[config.mk]
export PLATFORM = sky130hd
export DESIGN_NAME = device_reply_sniffer_unit_flat
export DESIGN_NICKNAME = d
export VERILOG_FILES = /design/src/drs_pkg.sv /design/src/drs_if.sv /design/src/device_reply_sniffer_unit.sv /design/src/flat_wrapper.sv
export VERILOG_INCLUDE_DIRS = /design/src /design/src/src
export SDC_FILE = /design/constraint.sdc
export NUM_CORES = 1
export LEC_CHECK = 0
export ABC_CLOCK_PERIOD_IN_PS = 3900
export BUFFER_PORTS_ARGS = -buffer_cell sky130_fd_sc_hd__buf_2
export CAP_MARGIN = 0
export CORE_ASPECT_RATIO = 0.9
export CORE_MARGIN = 2
export CORE_UTILIZATION = 55
export DETAILED_ROUTE_END_ITERATION = 6
export PLACE_DENSITY = 0.75
export SLEW_MARGIN = 5
export SYNTH_ARGS = -nofsm -noshare
export SYNTH_HDL_FRONTEND = slang
export SYNTH_SLANG_ARGS = --single-unit
[constraint.sdc]
create_clock -name clk -period 3.9 [get_ports clk]
set_input_delay 0 -clock clk [delete_from_list [all_inputs] [get_ports clk]]
set_output_delay 0 -clock clk [all_outputs]
set_load 0.005 [all_outputs]
[src/device_reply_sniffer_unit_assert.svh]
// Assertion macros shared by the device reply sniffer RTL.
`ifndef DEVICE_REPLY_SNIFFER_UNIT_ASSERT_SVH
`define DEVICE_REPLY_SNIFFER_UNIT_ASSERT_SVH

// Check that a condition implies a consequence in the same cycle.
`define DRS_ASSERT_SAME(label, clk, rst_n, ante, cons, msg) \
	label: assert property (@(posedge clk) disable iff (!rst_n) (ante) |-> (cons)) \
		else $error(msg);

// Check that a condition implies a consequence in the next cycle.
`define DRS_ASSERT_NEXT(label, clk, rst_n, ante, cons, msg) \
	label: assert property (@(posedge clk) disable iff (!rst_n) (ante) |=> (cons)) \
		else $error(msg);

`endif

[src/drs_pkg.sv]
// Package with codes, limits and the reply length table of the device reply sniffer.
package drs_pkg;

	localparam int DefMaxCols  = 16;
	localparam int DefMaxRows  = 16;
	localparam int DefMaxRings = 4;

	localparam int STORE_W = 8;
	localparam int LEN_W   = 6;

	localparam logic [1:0] ACT_BYTE     = 2'd0;
	localparam logic [1:0] ACT_RESTART  = 2'd1;
	localparam logic [1:0] ACT_SET_MODE = 2'd2;

	localparam logic [2:0] KIND_NONE  = 3'd0;
	localparam logic [2:0] KIND_SIZE  = 3'd1;
	localparam logic [2:0] KIND_QUERY = 3'd2;
	localparam logic [2:0] KIND_OTHER = 3'd3;
	localparam logic [2:0] KIND_SKIP  = 3'd4;

	localparam logic [7:0] HDR_SIZE_REPLY  = 8'h03;
	localparam logic [7:0] HDR_QUERY_REPLY = 8'h00;
	localparam logic [7:0] SUB_RING        = 8'h05;
	localparam logic [LEN_W-1:0] LEN_SHORT_REPLY = 6'd3;
	localparam logic [LEN_W-1:0] CNT_MAX         = 6'd63;

	localparam logic [STORE_W-1:0] COLS_RESET = 8'd16;
	localparam logic [STORE_W-1:0] ROWS_RESET = 8'd8;

	function automatic logic [LEN_W-1:0] reply_length(input logic [7:0] hdr);
		logic [LEN_W-1:0] len;
		len = 6'd1;
		case (hdr[7:4])
			4'h0: begin
				case (hdr[3:0])
					4'h0: len = 6'd3;
					4'h1: len = 6'd33;
					4'h2: len = 6'd4;
					4'h3, 4'h4: len = 6'd3;
					4'hF: len = 6'd9;
					default: len = 6'd1;
				endcase
			end
			4'h2: len = (hdr[3:0] inside {4'h0, 4'h1}) ? 6'd3 : 6'd1;
			4'h5: begin
				case (hdr[3:0])
					4'h0: len = 6'd3;
					4'h1, 4'h2: len = 6'd2;
					default: len = 6'd1;
				endcase
			end
			4'h8: begin
				case (hdr[3:0])
					4'h0: len = 6'd2;
					4'h1: len = 6'd8;
					default: len = 6'd1;
				endcase
			end
			default: len = 6'd1;
		endcase
		return len;
	endfunction

endpackage

[src/drs_if.sv]
// Handshake channel interfaces for device reply sniffer transactions.
interface drs_in_if;
	logic       valid;
	logic       ready;
	logic [1:0] action;
	logic [7:0] data_byte;

	modport source (output valid, output action, output data_byte, input ready);
	modport sink (input valid, input action, input data_byte, output ready);
endinterface

interface drs_out_if;
	logic       valid;
	logic       ready;
	logic [4:0] grid_cols;
	logic [4:0] grid_rows;
	logic [2:0] ring_total;
	logic       ring_mode;
	logic       message_done;
	logic [2:0] message_kind;

	modport source (output valid, output grid_cols, output grid_rows, output ring_total,
		output ring_mode, output message_done, output message_kind, input ready);
	modport sink (input valid, input grid_cols, input grid_rows, input ring_total,
		input ring_mode, input message_done, input message_kind, output ready);
endinterface

[src/device_reply_sniffer_unit.sv]
// Device reply sniffer: frames device reply bytes and tracks grid size and ring mode.
// One transaction on rx gives exactly one transaction on rsp. Each accepted item is
// fully handled on acceptance: the framer state, the discovered counts and the output
// register all update at the accepting edge, and the result is offered on rsp from the
// next cycle, so the block sustains one item per clock. The only limit is the output
// register: rx stalls only while a result waits there and rsp is not ready. Action 0
// feeds one reply byte, action 1 restarts discovery, action 2 forces ring mode from
// data_byte bit 0 and clears the ring count when that bit is 0.
module device_reply_sniffer_unit
	import drs_pkg::*;
#(
	parameter int MAX_COLS  = DefMaxCols,
	parameter int MAX_ROWS  = DefMaxRows,
	parameter int MAX_RINGS = DefMaxRings
) (
	input  logic         clk,
	input  logic         arst_n,
	drs_in_if.sink       rx,
	drs_out_if.source    rsp
);
	`include "device_reply_sniffer_unit_assert.svh"

	localparam logic [STORE_W-1:0] LimCols  = STORE_W'(MAX_COLS);
	localparam logic [STORE_W-1:0] LimRows  = STORE_W'(MAX_ROWS);
	localparam logic [STORE_W-1:0] LimRings = STORE_W'(MAX_RINGS);

	logic [LEN_W-1:0]   exp_len_q, exp_len_n;
	logic [LEN_W-1:0]   rcv_cnt_q, rcv_cnt_n, cnt_inc;
	logic [7:0]         hdr_q, hdr_n;
	logic [7:0]         pay1_q, pay1_n;
	logic [7:0]         pay2_q, pay2_n;
	logic [STORE_W-1:0] cols_q, cols_n;
	logic [STORE_W-1:0] rows_q, rows_n;
	logic [STORE_W-1:0] rings_q, rings_n;
	logic               mode_q, mode_n;
	logic [LEN_W-1:0]   hdr_len;
	logic               done;
	logic [2:0]         kind;
	logic               accept;

	logic               rsp_valid_q;
	logic [4:0]         cols_out_q, rows_out_q;
	logic [2:0]         rings_out_q, kind_out_q;
	logic               mode_out_q, done_out_q;

	assign rx.ready = !rsp_valid_q || rsp.ready;
	assign accept   = rx.valid && rx.ready;
	assign hdr_len  = reply_length(rx.data_byte);
	assign cnt_inc  = (rcv_cnt_q < CNT_MAX) ? rcv_cnt_q + 6'd1 : rcv_cnt_q;

	always_comb begin
		exp_len_n = exp_len_q;
		rcv_cnt_n = rcv_cnt_q;
		hdr_n     = hdr_q;
		pay1_n    = pay1_q;
		pay2_n    = pay2_q;
		cols_n    = cols_q;
		rows_n    = rows_q;
		rings_n   = rings_q;
		mode_n    = mode_q;
		done      = 1'b0;
		kind      = KIND_NONE;
		case (rx.action)
			ACT_BYTE: begin
				if (exp_len_q == '0) begin
					hdr_n = rx.data_byte;
					if (hdr_len <= 6'd1) begin
						exp_len_n = '0;
						rcv_cnt_n = '0;
						kind      = KIND_SKIP;
					end else begin
						exp_len_n = hdr_len;
						rcv_cnt_n = 6'd1;
					end
				end else begin
					if (rcv_cnt_q == 6'd1) begin
						pay1_n = rx.data_byte;
					end else if (rcv_cnt_q == 6'd2) begin
						pay2_n = rx.data_byte;
					end
					rcv_cnt_n = cnt_inc;
					if (cnt_inc >= exp_len_q) begin
						done      = 1'b1;
						exp_len_n = '0;
						rcv_cnt_n = '0;
						if (hdr_q == HDR_SIZE_REPLY && exp_len_q == LEN_SHORT_REPLY) begin
							kind = KIND_SIZE;
							if (pay1_n != '0 && pay1_n <= LimCols) begin
								cols_n = pay1_n;
							end
							if (pay2_n != '0 && pay2_n <= LimRows) begin
								rows_n = pay2_n;
							end
						end else if (hdr_q == HDR_QUERY_REPLY && exp_len_q == LEN_SHORT_REPLY) begin
							kind = KIND_QUERY;
							if (pay1_n == SUB_RING) begin
								rings_n = (pay2_n > LimRings) ? LimRings : pay2_n;
								if (rings_n != '0) begin
									mode_n = 1'b1;
								end
							end
						end else begin
							kind = KIND_OTHER;
						end
					end
				end
			end
			ACT_RESTART: begin
				cols_n    = '0;
				rows_n    = '0;
				rings_n   = '0;
				mode_n    = 1'b0;
				exp_len_n = '0;
				rcv_cnt_n = '0;
			end
			ACT_SET_MODE: begin
				mode_n = rx.data_byte[0];
				if (!rx.data_byte[0]) begin
					rings_n = '0;
				end
			end
			default: begin
			end
		endcase
	end

	always_ff @(posedge clk or negedge arst_n) begin
		if (!arst_n) begin
			exp_len_q <= '0;
			rcv_cnt_q <= '0;
			hdr_q     <= '0;
			pay1_q    <= '0;
			pay2_q    <= '0;
			cols_q    <= COLS_RESET;
			rows_q    <= ROWS_RESET;
			rings_q   <= '0;
			mode_q    <= 1'b0;
		end else if (accept) begin
			exp_len_q <= exp_len_n;
			rcv_cnt_q <= rcv_cnt_n;
			hdr_q     <= hdr_n;
			pay1_q    <= pay1_n;
			pay2_q    <= pay2_n;
			cols_q    <= cols_n;
			rows_q    <= rows_n;
			rings_q   <= rings_n;
			mode_q    <= mode_n;
		end
	end

	always_ff @(posedge clk or negedge arst_n) begin
		if (!arst_n) begin
			rsp_valid_q <= 1'b0;
		end else if (accept) begin
			rsp_valid_q <= 1'b1;
		end else if (rsp.ready) begin
			rsp_valid_q <= 1'b0;
		end
	end

	always_ff @(posedge clk) begin
		if (accept) begin
			cols_out_q  <= cols_n[4:0];
			rows_out_q  <= rows_n[4:0];
			rings_out_q <= rings_n[2:0];
			mode_out_q  <= mode_n;
			done_out_q  <= done;
			kind_out_q  <= kind;
		end
	end

	assign rsp.valid        = rsp_valid_q;
	assign rsp.grid_cols    = cols_out_q;
	assign rsp.grid_rows    = rows_out_q;
	assign rsp.ring_total   = rings_out_q;
	assign rsp.ring_mode    = mode_out_q;
	assign rsp.message_done = done_out_q;
	assign rsp.message_kind = kind_out_q;

	`DRS_ASSERT_NEXT(a_accept_gives_result, clk, arst_n, accept, rsp.valid,
		"accepted transaction gave no result")
	`DRS_ASSERT_SAME(a_done_kind, clk, arst_n, rsp.valid,
		rsp.message_done == (rsp.message_kind == KIND_SIZE ||
		rsp.message_kind == KIND_QUERY || rsp.message_kind == KIND_OTHER),
		"message_done disagrees with message_kind")
	`DRS_ASSERT_SAME(a_rings_need_mode, clk, arst_n, !mode_q, rings_q == '0,
		"ring count set while ring mode is off")
	`DRS_ASSERT_SAME(a_framer_count, clk, arst_n, exp_len_q != '0,
		rcv_cnt_q != '0 && rcv_cnt_q < exp_len_q,
		"framer count out of range for the open message")

endmodule
[src/flat_wrapper.sv]
// flat-port wrapper written by rule: the top's interface ports become plain ports
module device_reply_sniffer_unit_flat import drs_pkg::*;
#(
	parameter int MAX_COLS  = DefMaxCols,
	parameter int MAX_ROWS  = DefMaxRows,
	parameter int MAX_RINGS = DefMaxRings
)
  (clk, arst_n, rx_valid, rx_action, rx_data_byte, rx_ready, rsp_valid, rsp_grid_cols, rsp_grid_rows, rsp_ring_total, rsp_ring_mode, rsp_message_done, rsp_message_kind, rsp_ready);
  drs_in_if rx_i ();
  drs_out_if rsp_i ();
  input  logic clk;
  input  logic arst_n;
  input wire logic [$bits(rx_i.valid)-1:0] rx_valid;
  input wire logic [$bits(rx_i.action)-1:0] rx_action;
  input wire logic [$bits(rx_i.data_byte)-1:0] rx_data_byte;
  output wire logic [$bits(rx_i.ready)-1:0] rx_ready;
  output wire logic [$bits(rsp_i.valid)-1:0] rsp_valid;
  output wire logic [$bits(rsp_i.grid_cols)-1:0] rsp_grid_cols;
  output wire logic [$bits(rsp_i.grid_rows)-1:0] rsp_grid_rows;
  output wire logic [$bits(rsp_i.ring_total)-1:0] rsp_ring_total;
  output wire logic [$bits(rsp_i.ring_mode)-1:0] rsp_ring_mode;
  output wire logic [$bits(rsp_i.message_done)-1:0] rsp_message_done;
  output wire logic [$bits(rsp_i.message_kind)-1:0] rsp_message_kind;
  input wire logic [$bits(rsp_i.ready)-1:0] rsp_ready;
  assign rx_i.valid = rx_valid;
  assign rx_i.action = rx_action;
  assign rx_i.data_byte = rx_data_byte;
  assign rx_ready = rx_i.ready;
  assign rsp_valid = rsp_i.valid;
  assign rsp_grid_cols = rsp_i.grid_cols;
  assign rsp_grid_rows = rsp_i.grid_rows;
  assign rsp_ring_total = rsp_i.ring_total;
  assign rsp_ring_mode = rsp_i.ring_mode;
  assign rsp_message_done = rsp_i.message_done;
  assign rsp_message_kind = rsp_i.message_kind;
  assign rsp_i.ready = rsp_ready;
  device_reply_sniffer_unit #(.MAX_COLS(MAX_COLS), .MAX_ROWS(MAX_ROWS), .MAX_RINGS(MAX_RINGS)) u_core (.clk(clk), .arst_n(arst_n), .rx(rx_i), .rsp(rsp_i));
endmodule
Word level (Yosys, flattened, before mapping)
Index checks and enable logic that the tools add are counted.
{ "classes": {"reduce_logical": 25, "n_mux": 54, "order_cmp": 6, "add_sub_neg": 1, "n_eq_ne": 16, "bitwise_logic": 2} }
{ "op_table": {"columns": ["op", "n"], "rows": [
  ["$mux W8", 8],
  ["$pmux W6 S4", 2],
  ["$mux W5", 8],
  ["$mux W6", 6],
  ["$mux W3", 10],
  ["$pmux W6 S2", 2],
  ["$reduce_bool A8 Y1", 3],
  ["$pmux W5 S2", 2],
  ["$le A8 B5 Y1 const B", 2],
  ["$eq A4 B2 Y1 const B", 3],
  ["$eq A6 B2 Y1 const B", 2],
  ["$mux W1", 11],
  ["$pmux W3 S3", 1],
  ["$reduce_and A3 Y1", 3],
  ["$eq A4 B3 Y1 const B", 2],
  ["$eq A4 B4 Y1 const B", 2],
  ["$eq A8 B2 Y1 const B", 1],
  ["$eq A8 B3 Y1 const B", 1],
  ["$gt A8 B3 Y1 const B", 1],
  ["$logic_not A4 Y1", 2],
  ["$logic_not A8 Y1", 1],
  ["$pmux W4 S2", 1],
  ["$add A6 B1 Y6 const B", 1],
  ["$eq A6 B1 Y1 const B", 1],
  ["other kinds (20)", 28]
]} }
{ "totals": {"in_bits": 14, "ff_bits": 69, "out_inout_bits": 20, "word_cells": 120} }

Logic depth before layout (Yosys ltp)
Gate-level depths: netlist of run 1.
{ "depth": {"word_depth": 15, "mapped_depth": 13} }

Least setup slack after synthesis of run 1
No wires, ideal clock.
{ "synth_path": {"path_type": "reg2reg", "from": "reg u_core.rcv_cnt_q[0]", "to": "reg u_core.cols_out_q[0], in the netlist u_core.rsp.grid_cols[0], data pin", "arrival_ps": 2690, "setup_time_ps": 277, "path_stages_with_launch": 14, "t_required_ps": 3623, "n_path_buf": 1, "path_slack_ps": 933, "path_cell_list": "dfrtp_1 ha_1 and3_4 nand3_1 nand3_1 o21a_1 ha_1 a21oi_1 o21ai_0 a311o_2 buf_6 and2_4 nand3_1 o22ai_1"} }
{ "synth_via": {"elab_chain_len": 11, "elab_cells_between_ends": 16, "classes_between": "1 x add/sub; 3 x order compare; 1 x eq/ne; 9 x mux; 2 x reduce/logical"} }
{ "synth_lines": {"columns": ["item", "line_no", "source"], "rows": [
  ["start: declaration", "device_reply_sniffer_unit.sv:28", "logic [LEN_W-1:0] rcv_cnt_q, rcv_cnt_n, cnt_inc;"],
  ["start signal: assignment", "device_reply_sniffer_unit.sv:140", "rcv_cnt_q <= rcv_cnt_n;"],
  ["$eq A6 B1 Y1", "device_reply_sniffer_unit.sv:76", "if (rcv_cnt_q == 6'd1) begin"],
  ["$mux W8", "device_reply_sniffer_unit.sv:76", null],
  ["$mux W8", "device_reply_sniffer_unit.sv:65", "if (exp_len_q == '0) begin"],
  ["$mux W8", "device_reply_sniffer_unit.sv:63", "case (rx.action)"],
  ["$le A8 B5 Y1 or $reduce_bool A8 Y1 (tied branches)", "device_reply_sniffer_unit.sv:88", "if (pay1_n != '0 && pay1_n <= LimCols) begin"],
  ["$logic_and A1 B1 Y1", "device_reply_sniffer_unit.sv:88", null],
  ["$mux W5", "device_reply_sniffer_unit.sv:88", null],
  ["$mux W5", "device_reply_sniffer_unit.sv:86", "if (hdr_q == HDR_SIZE_REPLY && exp_len_q == LEN_SHORT_REPLY) begin"],
  ["$mux W5 (*)", "device_reply_sniffer_unit.sv:82", "if (cnt_inc >= exp_len_q) begin"],
  ["$mux W5 (*)", "device_reply_sniffer_unit.sv:65", null],
  ["$pmux W5 S2 (*)", "device_reply_sniffer_unit.sv:63", null],
  ["net u_core.cols_n[0]", "device_reply_sniffer_unit.sv:32", "logic [STORE_W-1:0] cols_q, cols_n;"],
  ["end signal: assignment", "device_reply_sniffer_unit.sv:163", "cols_out_q <= cols_n[4:0];"],
  ["end: declaration", "device_reply_sniffer_unit.sv:42", "logic [4:0] cols_out_q, rows_out_q;"]
]} }
Mark *: on every way through the listed nets, which the timed path passes. The rest lies on a longest branch. The select of a mux whose other input is x is not followed.
A chain may end at the register's enable or synchronous reset.

Worst setup path after layout of run 1
{ "layout_path": {"from": "reg u_core.rcv_cnt_q[0]", "to": "reg u_core.cols_out_q[4], in the netlist u_core.rsp.grid_cols[4], data pin"} }
Same word-level chain as after synthesis.

==> results of run 1 <==
[metal layers]
metal  vias to the layer above  wire length (um)  GRT usage, %
met4                         0               105          7.58
met2                        80              4170          41.3
met3                         9               365          6.53
li1                       1496                 -             -
met1                      1545              4170          34.5
met5                         -                 0             0
[power groups by stage]
stage	registers [mW]	logic, mW	clock network [mW]
2_1_floorplan	0.841	0.223	0
3_3_place_gp	0.848	0.294	0
3_5_place_dp	0.852	0.301	0
4_1_cts	0.837	0.311	0.666
5_1_grt	0.846	0.349	0.702
6_report	0.838	0.312	0.657
[registers in the layout, summed over array words and instances, names as in the netlist]
name	flops
u_core.rcv_cnt_q	6
u_core.rsp.valid	1
u_core.rsp.ring_total	3
u_core.rsp.message_kind	3
u_core.mode_q	1
u_core.rsp.grid_rows	5
u_core.rsp.ring_mode	1
u_core.rsp.grid_cols	5
u_core.hdr_q	8
u_core.rows_q	5
u_core.rings_q	3
u_core.pay1_q	8
u_core.rsp.message_done	1
u_core.exp_len_q	5
u_core.pay2_q	8
u_core.cols_q	5
[per-stage QoR]
stage / area (um2) / hold slack [ns] / cells / setup slack (ns)
6_report: 4290 / 0.0188 / 521 / 0.469
5_1_grt: 4290 / 0.0146 / 521 / 0.212
4_1_cts: 4290 / 0.00167 / 521 / 0.528
3_5_place_dp: 3970 / 0.163 / 496 / 0.527
3_3_place_gp: 3970 / 0.153 / 496 / 0.647
2_1_floorplan: 3740 / -0.296 / 387 / 0.933
[final cells by class]
| type | count | area, um2 | share of cell area [%] |
|---|---|---|---|
| Clock buffer | 14 | 194 | 4.52 |
| Clock inverter | 2 | 36.3 | 0.846 |
| Inverter | 22 | 82.6 | 1.93 |
| Multi-Input combinational cell | 280 | 1790 | 41.8 |
| Sequential cell | 68 | 1790 | 41.8 |
| Tap cell | 90 | 113 | 2.63 |
| Timing Repair Buffer | 45 | 278 | 6.48 |
[kinds of logic (layout without fill, tap and decap cells)]
logic type	Yosys count	after routing
mux	18	18
simple gates	167	167
compound gates	84	84
fa+ha+maj	8	8
xor+xnor	3	3
buf+inv	39	83
flops	68	68
[worst max-delay path, stage by stage, from the launching register on]
cell	delay (ns)
dfrtp_1	0.45
ha_1	0.26
and3_4	0.23
nand3_1	0.23
nand3_1	0.17
o21a_1	0.15
ha_1	0.17
a311oi_1	0.06
a311oi_1	0.28
a311o_2	0.35
nand2_2	0.13
nor3_1	0.52
o22ai_1	0.18
[path summary, 6_finish.rpt]
check                                               endpoint  depth (start not counted)
max in group asynchronous        u_core.hdr_q[5]$_DFFE_PN0P_                          3
min in group asynchronous    u_core.rcv_cnt_q[2]$_DFFE_PN0P_                          3
hold reg to reg                  u_core.hdr_q[3]$_DFFE_PN0P_                          2
setup reg to reg           u_core.rsp.grid_cols[4]$_DFFE_PP_                         12
setup / recovery           u_core.rsp.grid_cols[4]$_DFFE_PP_                         12
hold / removal                   u_core.hdr_q[3]$_DFFE_PN0P_                          3
[Yosys cell counts, drive strengths merged, types with 9 or more instances]
library cell,n
a32o,10
mux2i,12
nor3,16
a21oi,19
nand3,19
nor4,9
dfrtp,48
edfxtp,18
nor2,34
inv,22
o21ai,14
clkbuf,13
o22ai,10
nand2,54
==> Implementation_results.wiki, run 1 <==
{| class="wikitable"
! Metric !! Value
|-
| Final Hold Vio Count || 0
|-
| Max_cap viols || 0
|-
| Share of synthesized flip-flops with an asynchronous set or reset || 73.5%
|-
| Maximum clock frequency || 291 MHz
|-
| Instance count of the mapped netlist || 387
|-
| Total Wirelength || 8820 um
|-
| Run status || finished clean
|-
| GPL Wtd Cong || 0.913
|-
| Min-Delay Startpoint || rx_data_byte[3]
|-
| Launching element of the worst setup path || u_core.rcv_cnt_q[0]$_DFFE_PN0P_
|-
| Worst Max-Slew Pin Slew || 1.18 ns
|-
| CTS-repair resized insts || 0
|-
| Global-route wire length before repair || 14800 um
|-
| Post-detailed-route via-to-cell ratio || 6.01
|-
| Largest vdd supply drop || 271 uV
|-
| Diodes inserted || 0
|-
| Library cell used as clock root buffer || clkbuf_8
|-
| Number of clock sinks || 68
|-
| Leakage power || 1.97 nW
|-
| Post-Syn Area || 3740 um2
|-
| Post-route setup TNS || 0 ns
|-
| Clock tree from TritonCTS || yes
|-
| Power density cells || 421 nW/um2
|-
| Fillers || 565
|-
| Power share of the clock group || 36.3%
|-
| Area share of fa/ha/maj cells after synthesis || 2.67%
|-
| Post-CTS Hold Buffers || 9
|-
| Total net switching power || 506 uW
|-
| Worst setup slack for register-to-register paths || 0.47 ns
|-
| Number of synthesized flops with an enable pin || 18
|-
| Area fraction in and, or, nand and nor cells after synthesis || 23.1%
|-
| Net count of the mapped netlist || 409
|-
| Ranking of synthesized cells by area || dfrtp_1, edfxtp_1, nand2_1
|-
| Number of setup buffers added after CTS || 0
|-
| Die width || 91.0 um
|-
| Fraction of power consumed by combinational cells || 17.3%
|-
| WS Path Type || flip-flop to flip-flop
|-
| Post-synthesis sequential element count || 68
|-
| Count of different cell masters after synthesis || 58
|-
| CTS clock-pin slew for the worst setup and hold paths || 0.07 ns
|-
| Unrepaired setup endpoints after global routing || no
|-
| Fraction of the mapped netlist area in compound gates || 16.3%
|-
| Class of the tightest hold or removal check || input port to flip-flop
|-
| Commonest non-fill, non-tap cell in the layout || nand2_1
|-
| Net count reported at finish || 448
|-
| Largest net degree at the start of global routing || 51
|-
| Fraction of the cycle the final worst path needs || 88.0%
|-
| Initial antenna violation count || 0
|-
| Number of routed nets with antenna violations || 0
|-
| Clock latency at the later pin of the worst-skew pair || 0.35 ns
|-
| Final Util || 65.1%
|-
| Standard cell core area || 6590 um2
|-
| GRT overflow || 0
|-
| Area leader, netlist || dfrtp_1
|-
| Setup violation total in the final timing report || 0
|-
| Critical path arrival || 3.51 ns
|-
| Layout area overhead || 14.5%
|-
| Pins Over Slew Limit || 0
|-
| Max Buffers Root-to-Sink || 2
|-
| Number of global-route vias before repair || 3010
|-
| Post-synth top area share || 32.1%
|-
| Rows || 28
|-
| First-pass DRT Iterations || 4
|-
| Shortest period the worst path allows || 3.43 ns
|-
| Relative slew margins || 20.9%
|-
| Setup crit start kind || flip-flop
|-
| CP Capture Type || flip-flop
|-
| Critical path fanouts, max || 11
|-
| Most used cells in the layout excluding fill and tap cells || nand2_1, dfrtp_1, nor2_1
|-
| CTS HTree Levels || 3
|-
| Xor/xnor share of the synthesized area || 0.702%
|-
| Sw Ratio || 28.0%
|-
| Sequential power share || 46.4%
|-
| Mean area per synthesized cell || 9.68 um2
|-
| DP HPWL || 6140 um
|-
| Power Internal || 1.30 mW
|-
| Vias after detailed routing || 3130
|-
| Mux cell area share after synthesis || 5.01%
|-
| Design Power || 1.81 mW
|-
| DIE AREA || 7490 um2
|-
| Critical path data required time || 3.98 ns
|-
| Number of I/O port buffers || 33
|-
| I/O pin count || 34
|-
| R2r startpoint || u_core.rcv_cnt_q[0]$_DFFE_PN0P_
|-
| GRT Util Overall || 25.5%
|-
| Most frequently used flop master after synthesis || dfrtp_1
|-
| Drt initial violations || 247
|-
| Initial Util || 56.9%
|-
| Routed wire length per instance || 16.9 um
|-
| Fraction of layout instances using a drive strength above 1 || 17.9%
|-
| DRC violations left || 0
|-
| Die extent in y || 82.3 um
|-
| Main combinational cell family by area after synthesis || simple AND/OR/NAND/NOR gates
|-
| Number of buffers inserted during clock tree synthesis || 9
|-
| Clock Skew || 0.00536 ns
|-
| Number of warnings printed during yosys synthesis || 0
|-
| Fraction of the yosys area taken by sequential cells || 47.9%
|}
(Power assumes the default switching activity.)
==> run 2: changes to the inputs <==
--- a/config.mk
+++ b/config.mk
@@ -7,7 +7,7 @@
 export NUM_CORES = 1
 export LEC_CHECK = 0
 export ABC_CLOCK_PERIOD_IN_PS = 3900
-export BUFFER_PORTS_ARGS = -buffer_cell sky130_fd_sc_hd__buf_2
+export BUFFER_PORTS_ARGS = -buffer_cell sky130_fd_sc_hd__clkbuf_2
 export CAP_MARGIN = 0
 export CORE_ASPECT_RATIO = 0.9
 export CORE_MARGIN = 2
==> Implementation_results.wiki, run 2 (synthesis results as in run 1) <==
{| class="wikitable"
! Metric !! Value
|-
| Post-CTS Hold Buffers || 5 (-4)
|-
| CP Capture Type || flip-flop
|-
| Drt initial violations || 210 (-15%)
|-
| Power density cells || 397 nW/um2 (-5.7%)
|-
| Number of global-route vias before repair || 2886 (-4.1%)
|-
| Post-route insts no fill || 517 (-0.77%)
|-
| DP HPWL || 6030 um (-1.7%)
|-
| Max Buffers Root-to-Sink || 2 (unchanged)
|-
| R2r startpoint || u_core.rcv_cnt_q[0]$_DFFE_PN0P_
|-
| Unrepaired setup endpoints after global routing || no
|-
| Standard cell core area || 6590 um2 (unchanged)
|-
| Die extent in y || 82.3 um (unchanged)
|-
| Critical path arrival || 3.52 ns (about the same)
|-
| CTS HTree Levels || 3 (unchanged)
|-
| Critical path fanouts, max || 11 (unchanged)
|-
| Fraction of the cycle the final worst path needs || 88.0% (about the same)
|-
| Post-route setup TNS || 0 ns (unchanged)
|-
| Pins Over Slew Limit || 0 (unchanged)
|-
| Largest net degree at the start of global routing || 51 (unchanged)
|-
| DIE AREA || 7490 um2 (unchanged)
|-
| End point of the most critical hold path || u_core.hdr_q[7]$_DFFE_PN0P_
|-
| Library cell used as clock root buffer || clkbuf_8
|-
| Worst setup slack for register-to-register paths || 0.47 ns (about the same)
|-
| Total net switching power || 509 uW (+0.54%)
|-
| Final Util || 63.6% (-1.5 points)
|-
| Post-detailed-route via-to-cell ratio || 5.96 (-0.74%)
|-
| Setup crit start kind || flip-flop
|-
| R2R depth || 12 (unchanged)
|-
| Leakage power || 1.93 nW (-2.1%)
|-
| I/O pin count || 34 (unchanged)
|-
| DRC violations left || 0 (unchanged)
|-
| GRT Util Overall || 24.6% (-0.98 points)
|-
| Fraction of layout instances using a drive strength above 1 || 18.0% (+0.17 points)
|-
| Maximum clock frequency || 291 MHz (about the same)
|-
| Placed cell count || 496 (unchanged)
|-
| Worst hold path cell count || 3 (unchanged)
|-
| Diodes inserted || 0 (unchanged)
|-
| Routed wire length per instance || 16.7 um (-1.3%)
|-
| Number of I/O port buffers || 33 (unchanged)
|-
| Commonest non-fill, non-tap cell in the layout || nand2_1
|-
| Final Hold Vio Count || 0 (unchanged)
|-
| Dpl cell area || 3970 um2 (unchanged)
|-
| CTS clock-pin slew for the worst setup and hold paths || 0.07 ns (about the same)
|-
| Relative slew margins || 21.3% (+0.33 points)
|-
| Power Internal || 1.15 mW (-11%)
|-
| GPL Wtd Cong || 0.911 (-0.24%)
|-
| Power share of the clock group || 31.0% (-5.3 points)
|-
| Class of the tightest hold or removal check || input port to flip-flop
|-
| Number of setup buffers added after CTS || 0 (unchanged)
|-
| Total Wirelength || 8630 um (-2.1%)
|-
| Initial antenna violation count || 0 (unchanged)
|-
| Initial Util || 56.9% (unchanged)
|-
| First-pass DRT Iterations || 4 (unchanged)
|-
| Clock Skew || 0.00957 ns (+0.00421 ns)
|-
| Final Worst Setup Slack || 0.468 ns (-0.00114 ns)
|-
| Post-Place Worst Slack || 0.518 ns (-0.00929 ns)
|-
| Sw Ratio || 30.6% (+2.6 points)
|-
| GRT overflow || 0 (unchanged)
|-
| Largest vdd supply drop || 216 uV (-20%)
|-
| Setup violation total in the final timing report || 0 (unchanged)
|-
| Critical path data required time || 3.99 ns (about the same)
|-
| WS Path Type || flip-flop to flip-flop
|-
| Number of clock sinks || 68 (unchanged)
|-
| Vias after detailed routing || 3083 (-1.5%)
|-
| Layout area overhead || 11.8%
|-
| Net count reported at finish || 444 (-0.89%)
|-
| Fraction of power consumed by combinational cells || 18.6% (+1.3 points)
|-
| Clock tree from TritonCTS || yes
|-
| Min-Delay Startpoint || rx_data_byte[7]
|-
| Most used cells in the layout excluding fill and tap cells || nand2_1, dfrtp_1, nor2_1
|-
| Sequential power share || 50.5% (+4.1 points)
|-
| Run status || finished clean
|-
| Rows || 28 (unchanged)
|-
| Registers with the most flip-flops || u_core.hdr_q (8), u_core.pay1_q (8), u_core.pay2_q (8)
|-
| Max_cap viols || 0 (unchanged)
|-
| Worst Max-Slew Pin Slew || 1.18 ns (-0.00497 ns)
|-
| End of the worst register-to-register path || u_core.rsp.grid_cols[4]$_DFFE_PP_
|-
| Number of routed nets with antenna violations || 0 (unchanged)
|-
| CTS-repair resized insts || 0 (unchanged)
|-
| Shortest period the worst path allows || 3.43 ns (+0.00114 ns)
|-
| Design Area, Final || 4190 um2 (-2.4%)
|-
| Global-route wire length before repair || 14200 um (-4.0%)
|-
| Clock latency at the later pin of the worst-skew pair || 0.35 ns (about the same)
|-
| Number of buffers inserted during clock tree synthesis || 9 (unchanged)
|-
| Die width || 91.0 um (unchanged)
|}
[run 2: cell types whose count changed in the layout (fill, tap and decap cells not counted)]
cell | before | now
buf_2 | 33 | 0
bufinv_16 | 1 | 0
clkbuf_16 | 1 | 0
clkbuf_2 | 0 | 33
clkbuf_8 | 12 | 10
clkinv_2 | 0 | 4
clkinvlp_4 | 0 | 1
dlygate4sd3_1 | 9 | 5
inv_4 | 1 | 0
[run 2: through the flow]
stage	power (mW)	hold slack, ns
after global placement	1.14	0.153
after floorplan	1.06	-0.296
after global routing	1.74	0.0553
final	1.66	0.0168
after detailed placement	1.15	0.159
after CTS	1.67	0.0126
[run 2: power groups by stage]
stage | clock network, mW | registers [mW] | logic, mW
after floorplan | 0 | 0.841 | 0.223
after global placement | 0 | 0.849 | 0.294
after detailed placement | 0 | 0.851 | 0.301
after CTS | 0.523 | 0.838 | 0.307
after global routing | 0.554 | 0.845 | 0.346
final | 0.515 | 0.840 | 0.309
[run 2: area by class of cell]
| class | count | area [um2] |
|---|---|---|
| Sequential cell | 68 | 1790 |
| Timing Repair Buffer | 41 | 238 |
| Inverter | 22 | 82.6 |
| Clock buffer | 11 | 141 |
| Fill cell | 572 | 2400 |
| Tap cell | 90 | 113 |
| Clock inverter | 5 | 27.5 |
| Multi-Input combinational cell | 280 | 1790 |
[run 2: metal layers]
layer | GRT usage (%) | part of all wire (%) | up-vias
met5 | 0 | 0 | -
met4 | 9.70 | 1.4 | 0
met3 | 4.99 | 6.0 | 11
met2 | 37.6 | 46 | 116
met1 | 34.8 | 47 | 1471
li1 | - | - | 1485
[run 2: worst max-delay path by stage]
stage | slack [ns] | depth (start not counted) | start | end
floorplan | 0.93 | 13 | u_core.rcv_cnt_q[0]$_DFFE_PN0P_ | u_core.rsp.grid_cols[0]$_DFFE_PP_
global placement | 0.65 | 12 | u_core.rcv_cnt_q[0]$_DFFE_PN0P_ | u_core.rsp.grid_cols[4]$_DFFE_PP_
detailed placement | 0.52 | 12 | u_core.rcv_cnt_q[0]$_DFFE_PN0P_ | u_core.rsp.grid_cols[4]$_DFFE_PP_
CTS | 0.52 | 12 | u_core.rcv_cnt_q[0]$_DFFE_PN0P_ | u_core.rsp.grid_cols[4]$_DFFE_PP_
global route | 0.21 | 12 | u_core.rcv_cnt_q[0]$_DFFE_PN0P_ | u_core.rsp.grid_rows[4]$_DFFE_PP_
finish | 0.47 | 12 | u_core.rcv_cnt_q[0]$_DFFE_PN0P_ | u_core.rsp.grid_cols[4]$_DFFE_PP_
[run 2: worst max-delay path, stage by stage (launching register included)]
cell      delay [ns]
dfrtp_1         0.45
ha_1            0.27
and3_4          0.23
nand3_1         0.23
nand3_1         0.16
o21a_1          0.15
ha_1            0.17
a311oi_1        0.07
a311oi_1        0.31
a311o_2         0.35
nand2_2         0.13
nor3_1          0.49
o22ai_1         0.17
==> run 3: changes to the inputs <==
--- a/config.mk
+++ b/config.mk
@@ -6,6 +6,7 @@
 export SDC_FILE = /design/constraint.sdc
 export NUM_CORES = 1
 export LEC_CHECK = 0
+export ABC_AREA = 1
 export ABC_CLOCK_PERIOD_IN_PS = 3900
 export BUFFER_PORTS_ARGS = -buffer_cell sky130_fd_sc_hd__clkbuf_2
 export CAP_MARGIN = 0
@@ -13,7 +14,7 @@
 export CORE_MARGIN = 2
 export CORE_UTILIZATION = 55
 export DETAILED_ROUTE_END_ITERATION = 6
-export PLACE_DENSITY = 0.75
+export PLACE_DENSITY = 0.74
 export SLEW_MARGIN = 5
 export SYNTH_ARGS = -nofsm -noshare
 export SYNTH_HDL_FRONTEND = slang
==> Implementation_results.wiki, run 3 <==
{| class="wikitable"
! Metric !! Value
|-
| Critical path data required time || 4.13 ns (+0.14 ns)
|-
| Leakage power || 2.22 nW (+15%)
|-
| Die extent in y || 85.6 um (+4.0%)
|-
| Number of synthesized flops with an enable pin || 18 (unchanged)
|-
| Number of routed nets with antenna violations || 0 (unchanged)
|-
| Share of synthesized flip-flops with an asynchronous set or reset || 73.5% (unchanged)
|-
| Design Power || 2.38 mW (+43%)
|-
| Most frequent cell after synthesis || nand2_1
|-
| Number of warnings printed during yosys synthesis || 0 (unchanged)
|-
| Xor/xnor share of the synthesized area || 0.430% (-0.27 points)
|-
| Die width || 94.7 um (+4.1%)
|-
| Initial antenna violation count || 0 (unchanged)
|-
| DIE AREA || 8110 um2 (+8.3%)
|-
| Unrepaired setup endpoints after global routing || no
|-
| Area taken by flip-flops and latches || 1790 um2 (unchanged)
|-
| Fraction of the mapped netlist area in compound gates || 9.25% (-7.1 points)
|-
| Fraction of layout instances using a drive strength above 1 || 14.2% (-3.8 points)
|-
| Worst Max-Slew Pin Slew || 1.08 ns (-0.100 ns)
|-
| GPL Wtd Cong || 0.949 (+4.2%)
|-
| Post-synth top area share || 29.5% (-2.6 points)
|-
| Library cell used as clock root buffer || clkbuf_8
|-
| CTS clock-pin slew for the worst setup and hold paths || 0.07 ns (about the same)
|-
| Max_cap viols || 0 (unchanged)
|-
| Standard cell core area || 7110 um2 (+8.0%)
|-
| CTS HTree Levels || 3 (unchanged)
|-
| Critical path fanouts, max || 7 (-4)
|-
| Number of I/O port buffers || 33 (unchanged)
|-
| Max Buffers Root-to-Sink || 2 (unchanged)
|-
| Top cells by count, synth || nand2_1, inv_1, dfrtp_1, o21ai_0, nand3_1
|-
| Design Area, Final || 4520 um2 (+7.9%)
|-
| Number of buffers inserted during clock tree synthesis || 9 (unchanged)
|-
| GRT Util Overall || 25.3% (+0.69 points)
|-
| Area share of fa/ha/maj cells after synthesis || 2.46% (-0.21 points)
|-
| GRT overflow || 0 (unchanged)
|-
| First-pass DRT Iterations || 5 (+1)
|-
| Worst setup slack for register-to-register paths || 0.78 ns (+0.31 ns)
|-
| Commonest non-fill, non-tap cell in the layout || nand2_1
|-
| Post-detailed-route via-to-cell ratio || 5.39 (-9.7%)
|-
| Final Hold Vio Count || 0 (unchanged)
|-
| Main combinational cell family by area after synthesis || simple AND/OR/NAND/NOR gates
|-
| Clock latency at the later pin of the worst-skew pair || 0.35 ns (about the same)
|-
| Instance count of the mapped netlist || 544 (+41%)
|-
| Critical path arrival || 3.35 ns (-0.17 ns)
|-
| Pins Over Slew Limit || 0 (unchanged)
|-
| Shortest period the worst path allows || 3.12 ns (-0.315 ns)
|-
| DP HPWL || 6660 um (+10%)
|-
| DRC violations left || 0 (unchanged)
|-
| WS Path Type || flip-flop to flip-flop
|-
| I/O pin count || 34 (unchanged)
|-
| Number of global-route vias before repair || 3445 (+19%)
|-
| Fraction of the yosys area taken by sequential cells || 44.1% (-3.8 points)
|-
| Dpl cell area || 4280 um2 (+7.9%)
|-
| Largest vdd supply drop || 328 uV (+52%)
|-
| Most frequently used flop master after synthesis || dfrtp_1
|-
| Rows || 29 (+3.6%)
|-
| Global-route wire length before repair || 15900 um (+12%)
|-
| Post-Syn Area || 4070 um2 (+8.7%)
|-
| Largest net degree at the start of global routing || 51 (unchanged)
|-
| Number of clock sinks || 68 (unchanged)
|-
| Class of the tightest hold or removal check || input port to flip-flop
|-
| Setup crit start kind || flip-flop
|-
| Post-synthesis sequential element count || 68 (unchanged)
|-
| Net count of the mapped netlist || 566 (+38%)
|-
| Run status || finished clean
|-
| CP Capture Type || flip-flop
|-
| Maximum clock frequency || 321 MHz (+10%)
|-
| Clock tree from TritonCTS || yes
|-
| Mean area per synthesized cell || 7.48 um2 (-23%)
|-
| Count of different cell masters after synthesis || 35 (-40%)
|-
| Power density cells || 527 nW/um2 (+33%)
|-
| Clock Skew || 0.0113 ns (+0.00176 ns)
|-
| Fraction of the cycle the final worst path needs || 79.9% (-8.1 points)
|-
| Area fraction in and, or, nand and nor cells after synthesis || 34.1% (+11 points)
|-
| Relative slew margins || 28.2% (+6.9 points)
|-
| Mux cell area share after synthesis || 0.277% (-4.7 points)
|-
| Total Wirelength || 9380 um (+8.6%)
|-
| Net count reported at finish || 601 (+35%)
|-
| Most used cells in the layout excluding fill and tap cells || nand2_1, inv_1, dfrtp_1
|-
| Registers with the most flip-flops || u_core.hdr_q (8), u_core.pay1_q (8), u_core.pay2_q (8)
|-
| Fillers || 662 (+16%)
|-
| Area used by multi-input combinational logic || 1890 um2 (+5.7%)
|-
| Initial Util || 57.2% (+0.37 points)
|-
| Setup violation total in the final timing report || 0 (unchanged)
|-
| Drt initial violations || 301 (+43%)
|-
| Vias after detailed routing || 3646 (+18%)
|-
| Post-route setup TNS || 0 ns (unchanged)
|-
| Diodes inserted || 0 (unchanged)
|-
| Area leader, netlist || dfrtp_1
|-
| Layout area overhead || 11.1%
|-
| Ranking of synthesized cells by area || dfrtp_1, nand2_1, edfxtp_1
|-
| Routed wire length per instance || 13.8 um (-17%)
|}
-- run 3: stage by stage --
stage                     util, %  cells  hold slack [ns]  setup slack (ns)
after floorplan                 -    544           -0.296              1.32
after global placement       60.2    659            0.165              1.03
after detailed placement     60.2    659            0.164             0.934
after CTS                    63.6    677           0.0165             0.815
after global routing         63.6    677           0.0355             0.403
final                        63.6    677           0.0258             0.783
-- run 3: worst paths after layout --
check                                                   to  cells after the start                       startpoint
hold reg to reg               u_core.cols_q[4]$_DFFE_PN1P_                      2     u_core.cols_q[4]$_DFFE_PN1P_
max in group asynchronous     u_core.cols_q[0]$_DFFE_PN0P_                      3                           arst_n
setup / recovery           u_core.exp_len_q[5]$_DFFE_PN0P_                     21  u_core.rcv_cnt_q[1]$_DFFE_PN0P_
min in group asynchronous     u_core.cols_q[3]$_DFFE_PN0P_                      3                           arst_n
hold / removal                 u_core.hdr_q[2]$_DFFE_PN0P_                      3                  rx_data_byte[2]
setup reg to reg           u_core.exp_len_q[5]$_DFFE_PN0P_                     21  u_core.rcv_cnt_q[1]$_DFFE_PN0P_
-- run 3: where the power goes --
part	switching [mW]	leakage [nW]	internal, mW
Sequential	0.0774	0.835	0.873
Combinational	0.540	1.28	0.251
Clock	0.282	0.103	0.361
Total	0.899	2.22	1.48
-- run 3: cells by family after synthesis --
group	count (synthesis)
and+or+nand+nor	305
buffers and inverters	90
AOI/OAI and AO/OA	70
DFF	68
adders and majority gates	8
xor gates and xnor gates	2
muxes	1
-- run 3: worst max-delay path: stages, from the launching register on --
cell	delay (ns)
dfrtp_1	0.42
ha_1	0.21
inv_1	0.08
nor2_1	0.19
nand3_1	0.17
inv_1	0.15
nor2_1	0.07
xor2_1	0.19
inv_1	0.07
ha_1	0.26
nand2_1	0.06
nand2_1	0.04
nand2_1	0.05
nand2_1	0.05
nand2_1	0.10
nand2_2	0.14
inv_1	0.21
nand3_1	0.10
nand2_1	0.18
inv_1	0.11
nand3_1	0.07
o21ai_0	0.08
-- run 3: cell type report --
class,instances,share of cell area [%]
repair buffers,40,4.93
well taps,93,2.57
clock buffers,10,2.82
multi-input cells,386,41.9
flip-flops and latches,68,39.7
clock inverters,6,1.97
inverters,74,6.14
-- run 3: per-layer routing --
layer	share of wire, %	GRT usage, %
met5	0	0
met2	47	41.3
met1	47	33.6
met4	1.1	6.85
met3	4.8	6.41
-- run 3: repair_timing --
item	in CTS	in global routing
setup buffers	0	0
hold endpoints to repair	49	0
hold buffers	2	0
gates resized for setup	0	0
